`src/rtl/core/ptbl_pkg.sv`:
```
package ptbl_pkg;

   localparam int NUM_CLIENTS_DEFAULT = 256;

   localparam int TOKEN_W  = 32;
   localparam int STAMP_W  = 32;
   localparam int WINDOW_W = 16;
   localparam int INDEX_W  = 16;
   localparam int DATA_W   = 32;
   localparam int ADDR_W   = 3;

   localparam logic [TOKEN_W-1:0]  REFILL_RESET = 32'd1000;
   localparam logic [WINDOW_W-1:0] WINDOW_RESET = 16'd10;

   // register index, taken from paddr[2]
   localparam logic REG_REFILL = 1'b0;
   localparam logic REG_WINDOW = 1'b1;

   localparam logic CMD_REQUEST = 1'b0;
   localparam logic CMD_TICK    = 1'b1;

   typedef struct packed {
      logic               valid;
      logic [STAMP_W-1:0] stamp;
      logic [TOKEN_W-1:0] tokens;
   } bucket_type;

endpackage

```
`src/rtl/core/ptbl_csr.sv`:
```
module ptbl_csr (
   input  logic                          clock,
   input  logic                          reset,
   input  logic                          psel,
   input  logic                          penable,
   input  logic                          pwrite,
   input  logic [ptbl_pkg::ADDR_W-1:0]   paddr,
   input  logic [ptbl_pkg::DATA_W-1:0]   pwdata,
   output logic [ptbl_pkg::DATA_W-1:0]   prdata,
   output logic                          pready,
   output logic [ptbl_pkg::TOKEN_W-1:0]  refill_tokens,
   output logic [ptbl_pkg::WINDOW_W-1:0] window_ticks
);

   logic [ptbl_pkg::TOKEN_W-1:0]  refill_ff, refill_in;
   logic [ptbl_pkg::WINDOW_W-1:0] window_ff, window_in;
   logic                          wr_en;
   logic                          reg_sel;

   assign pready  = 1'b1;
   assign wr_en   = psel & penable & pwrite & pready;
   assign reg_sel = paddr[2];

   always_comb begin
      refill_in = refill_ff;
      window_in = window_ff;
      if (wr_en) begin
         case (reg_sel)
            ptbl_pkg::REG_REFILL: refill_in = pwdata[ptbl_pkg::TOKEN_W-1:0];
            ptbl_pkg::REG_WINDOW: window_in = pwdata[ptbl_pkg::WINDOW_W-1:0];
            default: ;
         endcase
      end
   end

   always_comb begin
      case (reg_sel)
         ptbl_pkg::REG_REFILL: prdata = refill_ff;
         ptbl_pkg::REG_WINDOW:
            prdata = {{(ptbl_pkg::DATA_W-ptbl_pkg::WINDOW_W){1'b0}}, window_ff};
         default:              prdata = '0;
      endcase
   end

   always_ff @(posedge clock) begin
      if (reset) begin
         refill_ff <= ptbl_pkg::REFILL_RESET;
         window_ff <= ptbl_pkg::WINDOW_RESET;
      end else begin
         refill_ff <= refill_in;
         window_ff <= window_in;
      end
   end

   assign refill_tokens = refill_ff;
   assign window_ticks  = window_ff;

endmodule

```
`config.mk`:
```
export PLATFORM = sky130hd
export DESIGN_NAME = ptbl_csr
export DESIGN_NICKNAME = d
export VERILOG_FILES = /design/src/rtl/core/ptbl_pkg.sv /design/src/rtl/core/ptbl_csr.sv
export SDC_FILE = /design/constraint.sdc
export NUM_CORES = 1
export LEC_CHECK = 0
export BUFFER_PORTS_ARGS = -buffer_cell sky130_fd_sc_hd__buf_4
export CAP_MARGIN = 20
export CORE_MARGIN = 2
export CORE_UTILIZATION = 30
export CTS_BUF_LIST = sky130_fd_sc_hd__clkbuf_8 sky130_fd_sc_hd__clkbuf_16
export CTS_CLUSTER_SIZE = 28
export DETAILED_ROUTE_END_ITERATION = 10
export PLACE_DENSITY = 0.66
export SLEW_MARGIN = 20
export SYNTH_ARGS = -nofsm -noshare
export SYNTH_HDL_FRONTEND = slang
export SYNTH_SLANG_ARGS = --single-unit
```
`constraint.sdc`:
```
create_clock -name clock -period 1.1 [get_ports clock]
set_input_delay 0 -clock clock [delete_from_list [all_inputs] [get_ports clock]]
set_output_delay 0 -clock clock [all_outputs]
set_load 0.005 [all_outputs]
```
==> reports/results.ini <==
[global_routing]
use_met3_pct=3.06
gr-usage-met2_pct=22.7
grt_pass1_wl_mm=9.07
grt_max_degree=87
track_usage_pct=13.0
top_usage_layer=met2
grt_pass1_vias=1873
grt-ovfl-total=0
grt.met1_usage_pct=15.9
antenna_found_initial=0

[worst_setup_path]
crit_fanout=3
timing_worst_setup_path_type=reg -> out
r2r-start=window_ticks[14]
crit_required_ns=1.10
crit_path_start_kind=flop
r2r-end=window_ticks[14]
end_kind=output port
crit_start=window_ticks[14]
ff2ff_setup_slack_ns=0.46
arrival_ns=1.04
reg2regPathDepth=2

[hold_path]
min_path_type=in -> reg
min_from=reset
whs_endpoint=window_ticks[1]
hold_path_depth=4

[synthesis]
synth_seq_cells=48
syn-mean-instance-area_um2=10.0
synth_warnings=0
syn-instance-count=238
synth_nets=278
synth_largest_area_cell=dfxtp_1
syn-cell-area_mm2=0.00239
synth.distinct_cells=15
yosys-top-cells-area=dfxtp_1, mux2i_1, nand2b_1, mux2_2, nor2b_1
ys_seq_area_share_pct=40.3
synth_top_area_share_pct=40.3

[sta]
post-route-min-period_ns=1.04
period_share_pct=94.9
drv_slew=0
skew_ns=0
fin_ws_ns=0.0563
fin_hold_ws_ns=0.237
rsz0062_at_grt=false
max_freq_mhz=958
setup_viol=0
hold_viol=0
tns_ns=0

[place]
place.gp.congestion=0.666
placed_area_mm2=0.00334
hpwl_mm=3.88
port_buffers=117
pre_cts_slack_ns=0.130

[final_layout]
antennaDiodeCount=0
drive_gt1_share_pct=38.7
final_area_mm2=0.00374
nets=420
area_growth_pct=56.8

[status]
status=finished, final reports clean

[detailed_routing]
remaining_drc_errors=0
vias_per_cell=4.27
drt_iter0_drc=45
num_vias=2060
postRouteWirelength_mm=5.75
routedWlPerCell_um=11.9
drt_pass1_iterations=4
drt.antenna.violating_nets=0

[pwr]
p_seq_share_pct=53.4
pwr-share-clk_pct=29.6
vdd_drop_max_uv=441
p_int_mw=2.58
pwr-share-comb_pct=17.0
cellPowerDensity_mw_per_mm2=903
switching_power_mw=0.797
switching_share_pct=23.6
leakagePower_nw=1.65

[floorplanning]
fp.dieH_um=93.2
start_util_pct=30.9
dieArea_mm2=0.00869
die_w_um=93.2
core_area_mm2=0.00773
ios=121
row_count=32

[clock_network]
clockBufferDepth=2
cts_sinks=48
cts-resized-gates=0
clk_latency_ns=0.29
cts_tree=done
cts_root_buf=clkbuf_8
clk_pin_slew_ns=0.09
numCtsBuffers=5
htree_levels=2

[flow_run]
maxCapViolations=0

through the flow:
step	power (mW)	utilization (%)	instances
floorplan	2.09	-	238
global placement	2.33	43.2	443
detailed placement	2.34	43.2	443
CTS	3.46	48.4	482
global route	3.59	48.4	482
finish	3.38	48.4	482
layout make-up:
cell class | instances | area (um2)
fill | 724 | 3990
clock inverter | 2 | 12.5
clock buffer | 5 | 68.8
sequential | 48 | 961
timing repair buffer | 155 | 1280
tap | 102 | 128
multi-input combinational | 170 | 1290
synthesized netlist by cell type:
master,n
mux2_2,16
nand2b_1,71
and4b_1,1
dfxtp_1,48
mux2i_1,48
and4_1,1
clkbuf_1,7
buf_2,7
nor2b_1,16
buf_4,1
buf_8,3
buf_6,2
nand4_1,1
nor2_1,15
conb_1,1
cells by family (layout without fill, tap and decap cells):
group / count (synthesis) / count (layout) / synth area share [%]
buffers and inverters: 20 / 162 / 5.71
flip-flops: 48 / 48 / 40.3
multiplexers: 64 / 64 / 27.7
other: 1 / 1 / 0.157
AND/OR/NAND/NOR: 105 / 105 / 26.2
layer usage:
layer	wire length (um)	vias to the layer above	share of wire (%)
met5	0	-	0
met4	43	0	0.75
met3	301	4	5.2
met2	2890	63	50
met1	2510	942	44
li1	-	1051	-
worst max path at each step:
| stage | end | slack, ns | cells past startpoint |
|---|---|---|---|
| floorplan | refill_tokens[0] | 0.24 | 5 |
| detailed placement | refill_tokens[16] | 0.13 | 4 |
| finish | prdata[14] | 0.06 | 2 |
| global route | prdata[0] | 0.009 | 2 |
| global placement | refill_tokens[13] | 0.16 | 4 |
| CTS | prdata[14] | 0.04 | 2 |
power groups by stage:
stage / clock (mW) / sequential (mW) / combinational (mW)
2_1_floorplan: 0 / 1.84 / 0.244
3_3_place_gp: 0 / 1.84 / 0.483
3_5_place_dp: 0 / 1.85 / 0.490
4_1_cts: 1.07 / 1.81 / 0.582
5_1_grt: 1.15 / 1.81 / 0.625
6_report: 0.998 / 1.80 / 0.575
registers in the layout, summed over array words and instances, names as in the netlist:
signal / cells
refill_tokens: 32
window_ticks: 16
worst max-delay path: stages, from the launching register on:
cell and delay, ns:
dfxtp_1 0.34, mux2_2 0.27, buf_4 0.13
placed cells by master (no fill, tap or decap):
master and instances:
nand4_1 1, and4_1 1, nand2b_1 71, mux2i_1 48
clkbuf_8 5, clkinv_2 1, clkinvlp_4 1, buf_12 3
nor2b_1 16, and4b_2 1, dfxtp_1 48, mux2_2 16
dlygate4sd3_1 32, buf_4 120, conb_1 1, nor2_1 15
timing repair:
item | 4_1_cts | 5_1_grt
hold buffers | 32 | 0
buffers inserted | 0 | 0
endpoints found under the hold margin | 45 | 0
Note: power is estimated with default switching activity, not from simulation.
