### src/rtl/core/ptbl_pkg.sv
package ptbl_pkg;

   localparam int NUM_CLIENTS_DEFAULT = 256;

   localparam int TOKEN_W  = 32;
   localparam int STAMP_W  = 32;
   localparam int WINDOW_W = 16;
   localparam int INDEX_W  = 16;
   localparam int DATA_W   = 32;
   localparam int ADDR_W   = 3;

   localparam logic [TOKEN_W-1:0]  REFILL_RESET = 32'd1000;
   localparam logic [WINDOW_W-1:0] WINDOW_RESET = 16'd10;

   // register index, taken from paddr[2]
   localparam logic REG_REFILL = 1'b0;
   localparam logic REG_WINDOW = 1'b1;

   localparam logic CMD_REQUEST = 1'b0;
   localparam logic CMD_TICK    = 1'b1;

   typedef struct packed {
      logic               valid;
      logic [STAMP_W-1:0] stamp;
      logic [TOKEN_W-1:0] tokens;
   } bucket_type;

endpackage

### src/rtl/core/ptbl_pipe.sv
module ptbl_pipe #(
   parameter int NUM_CLIENTS = ptbl_pkg::NUM_CLIENTS_DEFAULT,
   localparam int AW = $clog2(NUM_CLIENTS)
) (
   input  logic                          clock,
   input  logic                          reset,
   input  logic                          req_valid,
   output logic                          req_ready,
   input  logic                          req_command,
   input  logic [ptbl_pkg::INDEX_W-1:0]  req_client_index,
   input  logic [ptbl_pkg::TOKEN_W-1:0]  req_used_tokens,
   output logic                          rsp_valid,
   input  logic                          rsp_ready,
   output logic                          rsp_limited,
   output logic [ptbl_pkg::TOKEN_W-1:0]  rsp_remaining_tokens,
   output logic                          rsp_index_error,
   input  logic [ptbl_pkg::TOKEN_W-1:0]  refill_tokens,
   input  logic [ptbl_pkg::WINDOW_W-1:0] window_ticks,
   input  logic                          clearing,
   output logic                          rd_en,
   output logic [AW-1:0]                 rd_addr,
   input  ptbl_pkg::bucket_type          rd_data,
   output logic                          wr_en,
   output logic [AW-1:0]                 wr_addr,
   output ptbl_pkg::bucket_type          wr_data
);

   localparam int IW = ptbl_pkg::INDEX_W;

   // stage 1: item waiting on the table read
   logic                          s1_valid_ff, s1_valid_in;
   logic                          s1_cmd_ff;
   logic [IW-1:0]                 s1_index_ff;
   logic [ptbl_pkg::TOKEN_W-1:0]  s1_used_ff;
   logic                          s1_fwd_ff;
   ptbl_pkg::bucket_type          s1_fwd_data_ff;

   logic [ptbl_pkg::STAMP_W-1:0]  time_now_ff, time_now_in;

   logic                          rsp_valid_ff, rsp_valid_in;
   logic                          rsp_limited_ff;
   logic [ptbl_pkg::TOKEN_W-1:0]  rsp_remaining_ff;
   logic                          rsp_index_error_ff;

   logic                          accept;
   logic                          s1_advance;
   logic                          s1_is_req;
   logic                          in_range;
   ptbl_pkg::bucket_type          entry;
   logic [ptbl_pkg::STAMP_W-1:0]  elapsed;
   logic                          do_refill;
   logic [ptbl_pkg::TOKEN_W-1:0]  tokens_cur;
   logic [ptbl_pkg::TOKEN_W-1:0]  tokens_new;
   logic [ptbl_pkg::STAMP_W-1:0]  stamp_new;
   logic                          limited;
   logic                          fwd_hit;

   assign s1_is_req  = (s1_cmd_ff == ptbl_pkg::CMD_REQUEST);
   assign s1_advance = s1_valid_ff & (!s1_is_req | !rsp_valid_ff | rsp_ready);
   assign req_ready  = !clearing & (!s1_valid_ff | s1_advance);
   assign accept     = req_valid & req_ready;

   assign rd_en   = accept;
   assign rd_addr = req_client_index[AW-1:0];

   assign in_range = {1'b0, s1_index_ff} < (IW + 1)'(NUM_CLIENTS);

   // a word written back this cycle is not yet visible to the registered read
   assign entry = s1_fwd_ff ? s1_fwd_data_ff : rd_data;

   always_comb begin
      elapsed    = time_now_ff - entry.stamp;
      do_refill  = !entry.valid ||
                   (elapsed > {{(ptbl_pkg::STAMP_W-ptbl_pkg::WINDOW_W){1'b0}}, window_ticks});
      tokens_cur = do_refill ? refill_tokens : entry.tokens;
      stamp_new  = do_refill ? time_now_ff : entry.stamp;
      limited    = (tokens_cur == '0);
      tokens_new = (tokens_cur > s1_used_ff) ? (tokens_cur - s1_used_ff) : '0;
   end

   assign wr_en          = s1_advance & s1_is_req & in_range;
   assign wr_addr        = s1_index_ff[AW-1:0];
   assign wr_data.valid  = 1'b1;
   assign wr_data.stamp  = stamp_new;
   assign wr_data.tokens = tokens_new;

   assign fwd_hit = wr_en & (wr_addr == req_client_index[AW-1:0]);

   always_comb begin
      s1_valid_in = s1_valid_ff;
      if (accept) begin
         s1_valid_in = 1'b1;
      end else if (s1_advance) begin
         s1_valid_in = 1'b0;
      end

      time_now_in = time_now_ff;
      if (s1_advance && !s1_is_req) begin
         time_now_in = time_now_ff + 1'b1;
      end

      rsp_valid_in = rsp_valid_ff & !rsp_ready;
      if (s1_advance && s1_is_req) begin
         rsp_valid_in = 1'b1;
      end
   end

   always_ff @(posedge clock) begin
      if (reset) begin
         s1_valid_ff  <= 1'b0;
         time_now_ff  <= '0;
         rsp_valid_ff <= 1'b0;
      end else begin
         s1_valid_ff  <= s1_valid_in;
         time_now_ff  <= time_now_in;
         rsp_valid_ff <= rsp_valid_in;
      end
   end

   always_ff @(posedge clock) begin
      if (accept) begin
         s1_cmd_ff      <= req_command;
         s1_index_ff    <= req_client_index;
         s1_used_ff     <= req_used_tokens;
         s1_fwd_ff      <= fwd_hit;
         s1_fwd_data_ff <= wr_data;
      end
      if (s1_advance && s1_is_req) begin
         rsp_limited_ff     <= in_range & limited;
         rsp_remaining_ff   <= in_range ? tokens_new : '0;
         rsp_index_error_ff <= !in_range;
      end
   end

   assign rsp_valid            = rsp_valid_ff;
   assign rsp_limited          = rsp_limited_ff;
   assign rsp_remaining_tokens = rsp_remaining_ff;
   assign rsp_index_error      = rsp_index_error_ff;

   a_err_clean: assert property (@(posedge clock) disable iff (reset)
      rsp_valid_ff && rsp_index_error_ff |-> !rsp_limited_ff && rsp_remaining_ff == '0)
      else $error("index error word carries bucket data");

   a_limited_empty: assert property (@(posedge clock) disable iff (reset)
      rsp_valid_ff && rsp_limited_ff |-> rsp_remaining_ff == '0)
      else $error("limited word with tokens left");

   a_tick_count: assert property (@(posedge clock) disable iff (reset)
      s1_advance && !s1_is_req |=> time_now_ff == $past(time_now_ff) + 1'b1)
      else $error("tick did not advance time");

   a_no_accept_clear: assert property (@(posedge clock) disable iff (reset)
      clearing |-> !req_ready && !wr_en)
      else $error("table access during clearing sweep");

endmodule

### config.mk
export PLATFORM = sky130hd
export DESIGN_NAME = ptbl_pipe
export DESIGN_NICKNAME = d
export VERILOG_FILES = /design/src/rtl/core/ptbl_pkg.sv /design/src/rtl/core/ptbl_pipe.sv
export SDC_FILE = /design/constraint.sdc
export NUM_CORES = 1
export LEC_CHECK = 0
export BUFFER_PORTS_ARGS = -buffer_cell sky130_fd_sc_hd__buf_2
export CAP_MARGIN = 40
export CORE_ASPECT_RATIO = 0.75
export CORE_MARGIN = 3
export CORE_UTILIZATION = 55
export CTS_CLUSTER_DIAMETER = 100
export DETAILED_ROUTE_END_ITERATION = 6
export GPL_ROUTABILITY_DRIVEN = 0
export PLACE_DENSITY = 0.81
export SYNTH_ARGS = -nofsm -noshare
export SYNTH_HDL_FRONTEND = slang
export SYNTH_SLANG_ARGS = --single-unit
export TNS_END_PERCENT = 1
### constraint.sdc
create_clock -name clock -period 11.6 [get_ports clock]
set_clock_uncertainty 0.15 [all_clocks]
set_input_delay 1.16 -clock clock [delete_from_list [all_inputs] [get_ports clock]]
set_output_delay 1.16 -clock clock [all_outputs]
set_load 0.005 [all_outputs]
==> run metrics <==
status finished, final reports clean; max-slew violations 0; I/O pins 286; Post-synth EDFFs 148; crit path max-delay cell type a211oi_1; Int Pwr 1.13 mW; Detail Route Antenna Nets 0; final setup violating endpoints 0; post-synth top area share 36.4%; Finished Cell Area 14300 sq um; die width 178 microns; max cap viols 0; Synth async-reset ratio 0%; die area 24100 sq um; setup TNS 0 ns; Hold WC Path Type flop to flop; number of global-route vias before repair 10.0k; Root Driver clkbuf_16; Comb pwr share 17.5%; WL per Instance 20.9 microns; Nets 1736; Total Power 1.57 mW; commonest non-fill, non-tap cell in the layout buf_2; final wirelength 37.3 mm; Syn. warnings 0; Switch Pwr 432 uW; H-tree depth 4; CP arrival 9.50 ns; critical path launch point type flop; worst skew pair latency 0.44 ns; Mean Syn Cell Area 9.98 sq um; clk buf depth 2; Synth Register Bits 182; Yosys cell types 73; grt total ovfl 0; prevailing post-synth register cell edfxtp_1; drt drc 0; Req. time, crit path 10.29 ns; max_slew headroom 46.6%; sequential area share after synthesis 41.9%; Via Count 10.7k; Core Rows 46; area grow syn2layout 17.3%; Post-DP Area 13700 sq um; commonest cells after routing, fill and taps aside 284 x buf_2, 148 x edfxtp_1, 139 x nor2_1, 106 x inv_1, 82 x ha_1; Syn Inst Count 1224; PwrDens 109 nW/um^2; Final Hold Fails 0; Synth area leader edfxtp_1; post-DP HPWL 28.8 mm; die height 135 microns; Post-CTS Resized 0; filler cell count 1663; DR pass1 iterations 5; CTS clock-pin slew for the worst setup and hold paths 0.07 ns; IO buf count 284; Leak 6.19 nW; CP Max Fanout 33; pin slew with the least headroom to its limit 0.793 ns; Mapped Nets 1475; largest net degree at the start of global routing 50; unrepaired setup endpoints after global routing false; share of layout cells above drive strength 1 26.0%; DP Cell Count 1747; fmax 92.5 MHz; Setup CP Type flop to output port; CTS tree built; utilization after layout 66.8%; first-pass GRT wire length 56.2 mm; Tmin final 10.81 ns; Finished Layout Cells 1788; CTS Sinks 182; cts hold-fix bufs 0; CP Capture Type output port; Tcrit/Tclk final 93.2%; total CTS buffers 17; Sw Ratio 27.6%; Buf+Inv Stages, Crit Path 6; Overall Global Routing Usage 30.4%; Worst path top cell family by delay compound AO/OA/AOI/OAI gates; top cells by area, synth edfxtp_1 36%, ha_1 8.4%, dfxtp_1 5.6%; Largest stage delay, worst path 0.57 ns; Clock Power Share 35.2%; drt initial violations 1339; Post-Syn Area 12200 sq um; Initial Util 56.9%; Core Box Area 21500 sq um; initial antenna violation count 2; Reg power frac 47.3%; vias per inst 5.99; Peak VDD IR 0.000114 V
[layout make-up]
type                    instances  area [sq um]  share of cell area (%)
multi-input cells             879          6360                    44.4
flip-flops and latches        182          5120                    35.8
repair buffers                299          1550                    10.8
clock buffers                  19           433                    3.02
inverters                     106           398                    2.78
well taps                     288           360                    2.51
clock inverters                13           109                   0.759
diodes                          2          5.00                  0.0349
[cells in the mapped netlist (10+ instances only)]
master and instances:
edfxtp_1 148, xor2_1 15, clkbuf_1 18, nand2_1 53, xnor2_1 64, nand2b_1 16, ha_1 82, a21o_1 21
dfxtp_1 34, mux2i_1 66, nor3_1 23, o21ai_0 52, nand4_1 23, nor2_1 139, nor4_1 26, a21oi_1 77
or3_1 11, mux2_2 49, buf_2 10, mux2_1 17, buf_4 18, nand3_1 23, inv_1 106
[power by group through the flow]
stage / logic, mW / clock network [mW] / registers [mW]
2_1_floorplan: 0.166 / 0 / 0.750
3_3_place_gp: 0.259 / 0 / 0.754
3_5_place_dp: 0.265 / 0 / 0.755
4_1_cts: 0.268 / 0.557 / 0.741
5_1_grt: 0.299 / 0.583 / 0.742
6_report: 0.274 / 0.551 / 0.741
[stage by stage]
stage / hold slack, ns / setup WS [ns]
floorplan: 0.320 / 2.04
global placement: 0.337 / 1.39
finish: 0.370 / 0.792
detailed placement: 0.355 / 1.07
global route: 0.389 / 0.226
CTS: 0.367 / 0.536
[cells by family after synthesis]
| family | share of synthesized area (%) |
|---|---|
| AO/OA/AOI/OAI | 12.0 |
| XOR/XNOR | 5.66 |
| adder cells (fa/ha/maj) | 8.72 |
| buffers and inverters | 6.07 |
| flip-flops | 41.9 |
| multiplexers | 11.5 |
| other | 0.0307 |
| AND/OR/NAND/NOR | 14.1 |
[tightest hold or removal path: stages (launching register included)]
cell,delay [ns]
dfxtp_1,0.34
nand3_1,0.07
a21oi_1,0.06
[final timing paths]
check              startpoint                      end  slack (ns)  depth (start not counted)
setup reg to reg    s1_fwd_ff  rsp_remaining_tokens[4]        1.57                         36
setup / recovery    s1_fwd_ff               wr_data[9]        0.79                         36
hold reg to reg   s1_valid_ff           time_now_ff[1]        0.37                          2
hold / removal    s1_valid_ff           time_now_ff[1]        0.37                          2
[flip-flops by register name, summed over array words and instances, names as in the netlist, 16 cells and up]
register and cells:
s1_fwd_data_ff 64, rsp_remaining_tokens 32, s1_used_ff 32, time_now_ff 32, s1_index_ff 16
[routing by layer]
metal | GRT usage (%) | up-vias | share of wire [%]
met5 | 0 | - | 0
met4 | 8.11 | 0 | 2.7
met3 | 7.25 | 75 | 11
met2 | 45.1 | 666 | 42
met1 | 44.7 | 5010 | 44
li1 | - | 4954 | -
[timing repair]
item | 4_1_cts | 5_1_grt
buffers inserted | 0 | 7
endpoints found under the hold margin | 0 | 0
setup endpoints to repair | 0 | 32
Power figures use the tool's default switching activity.
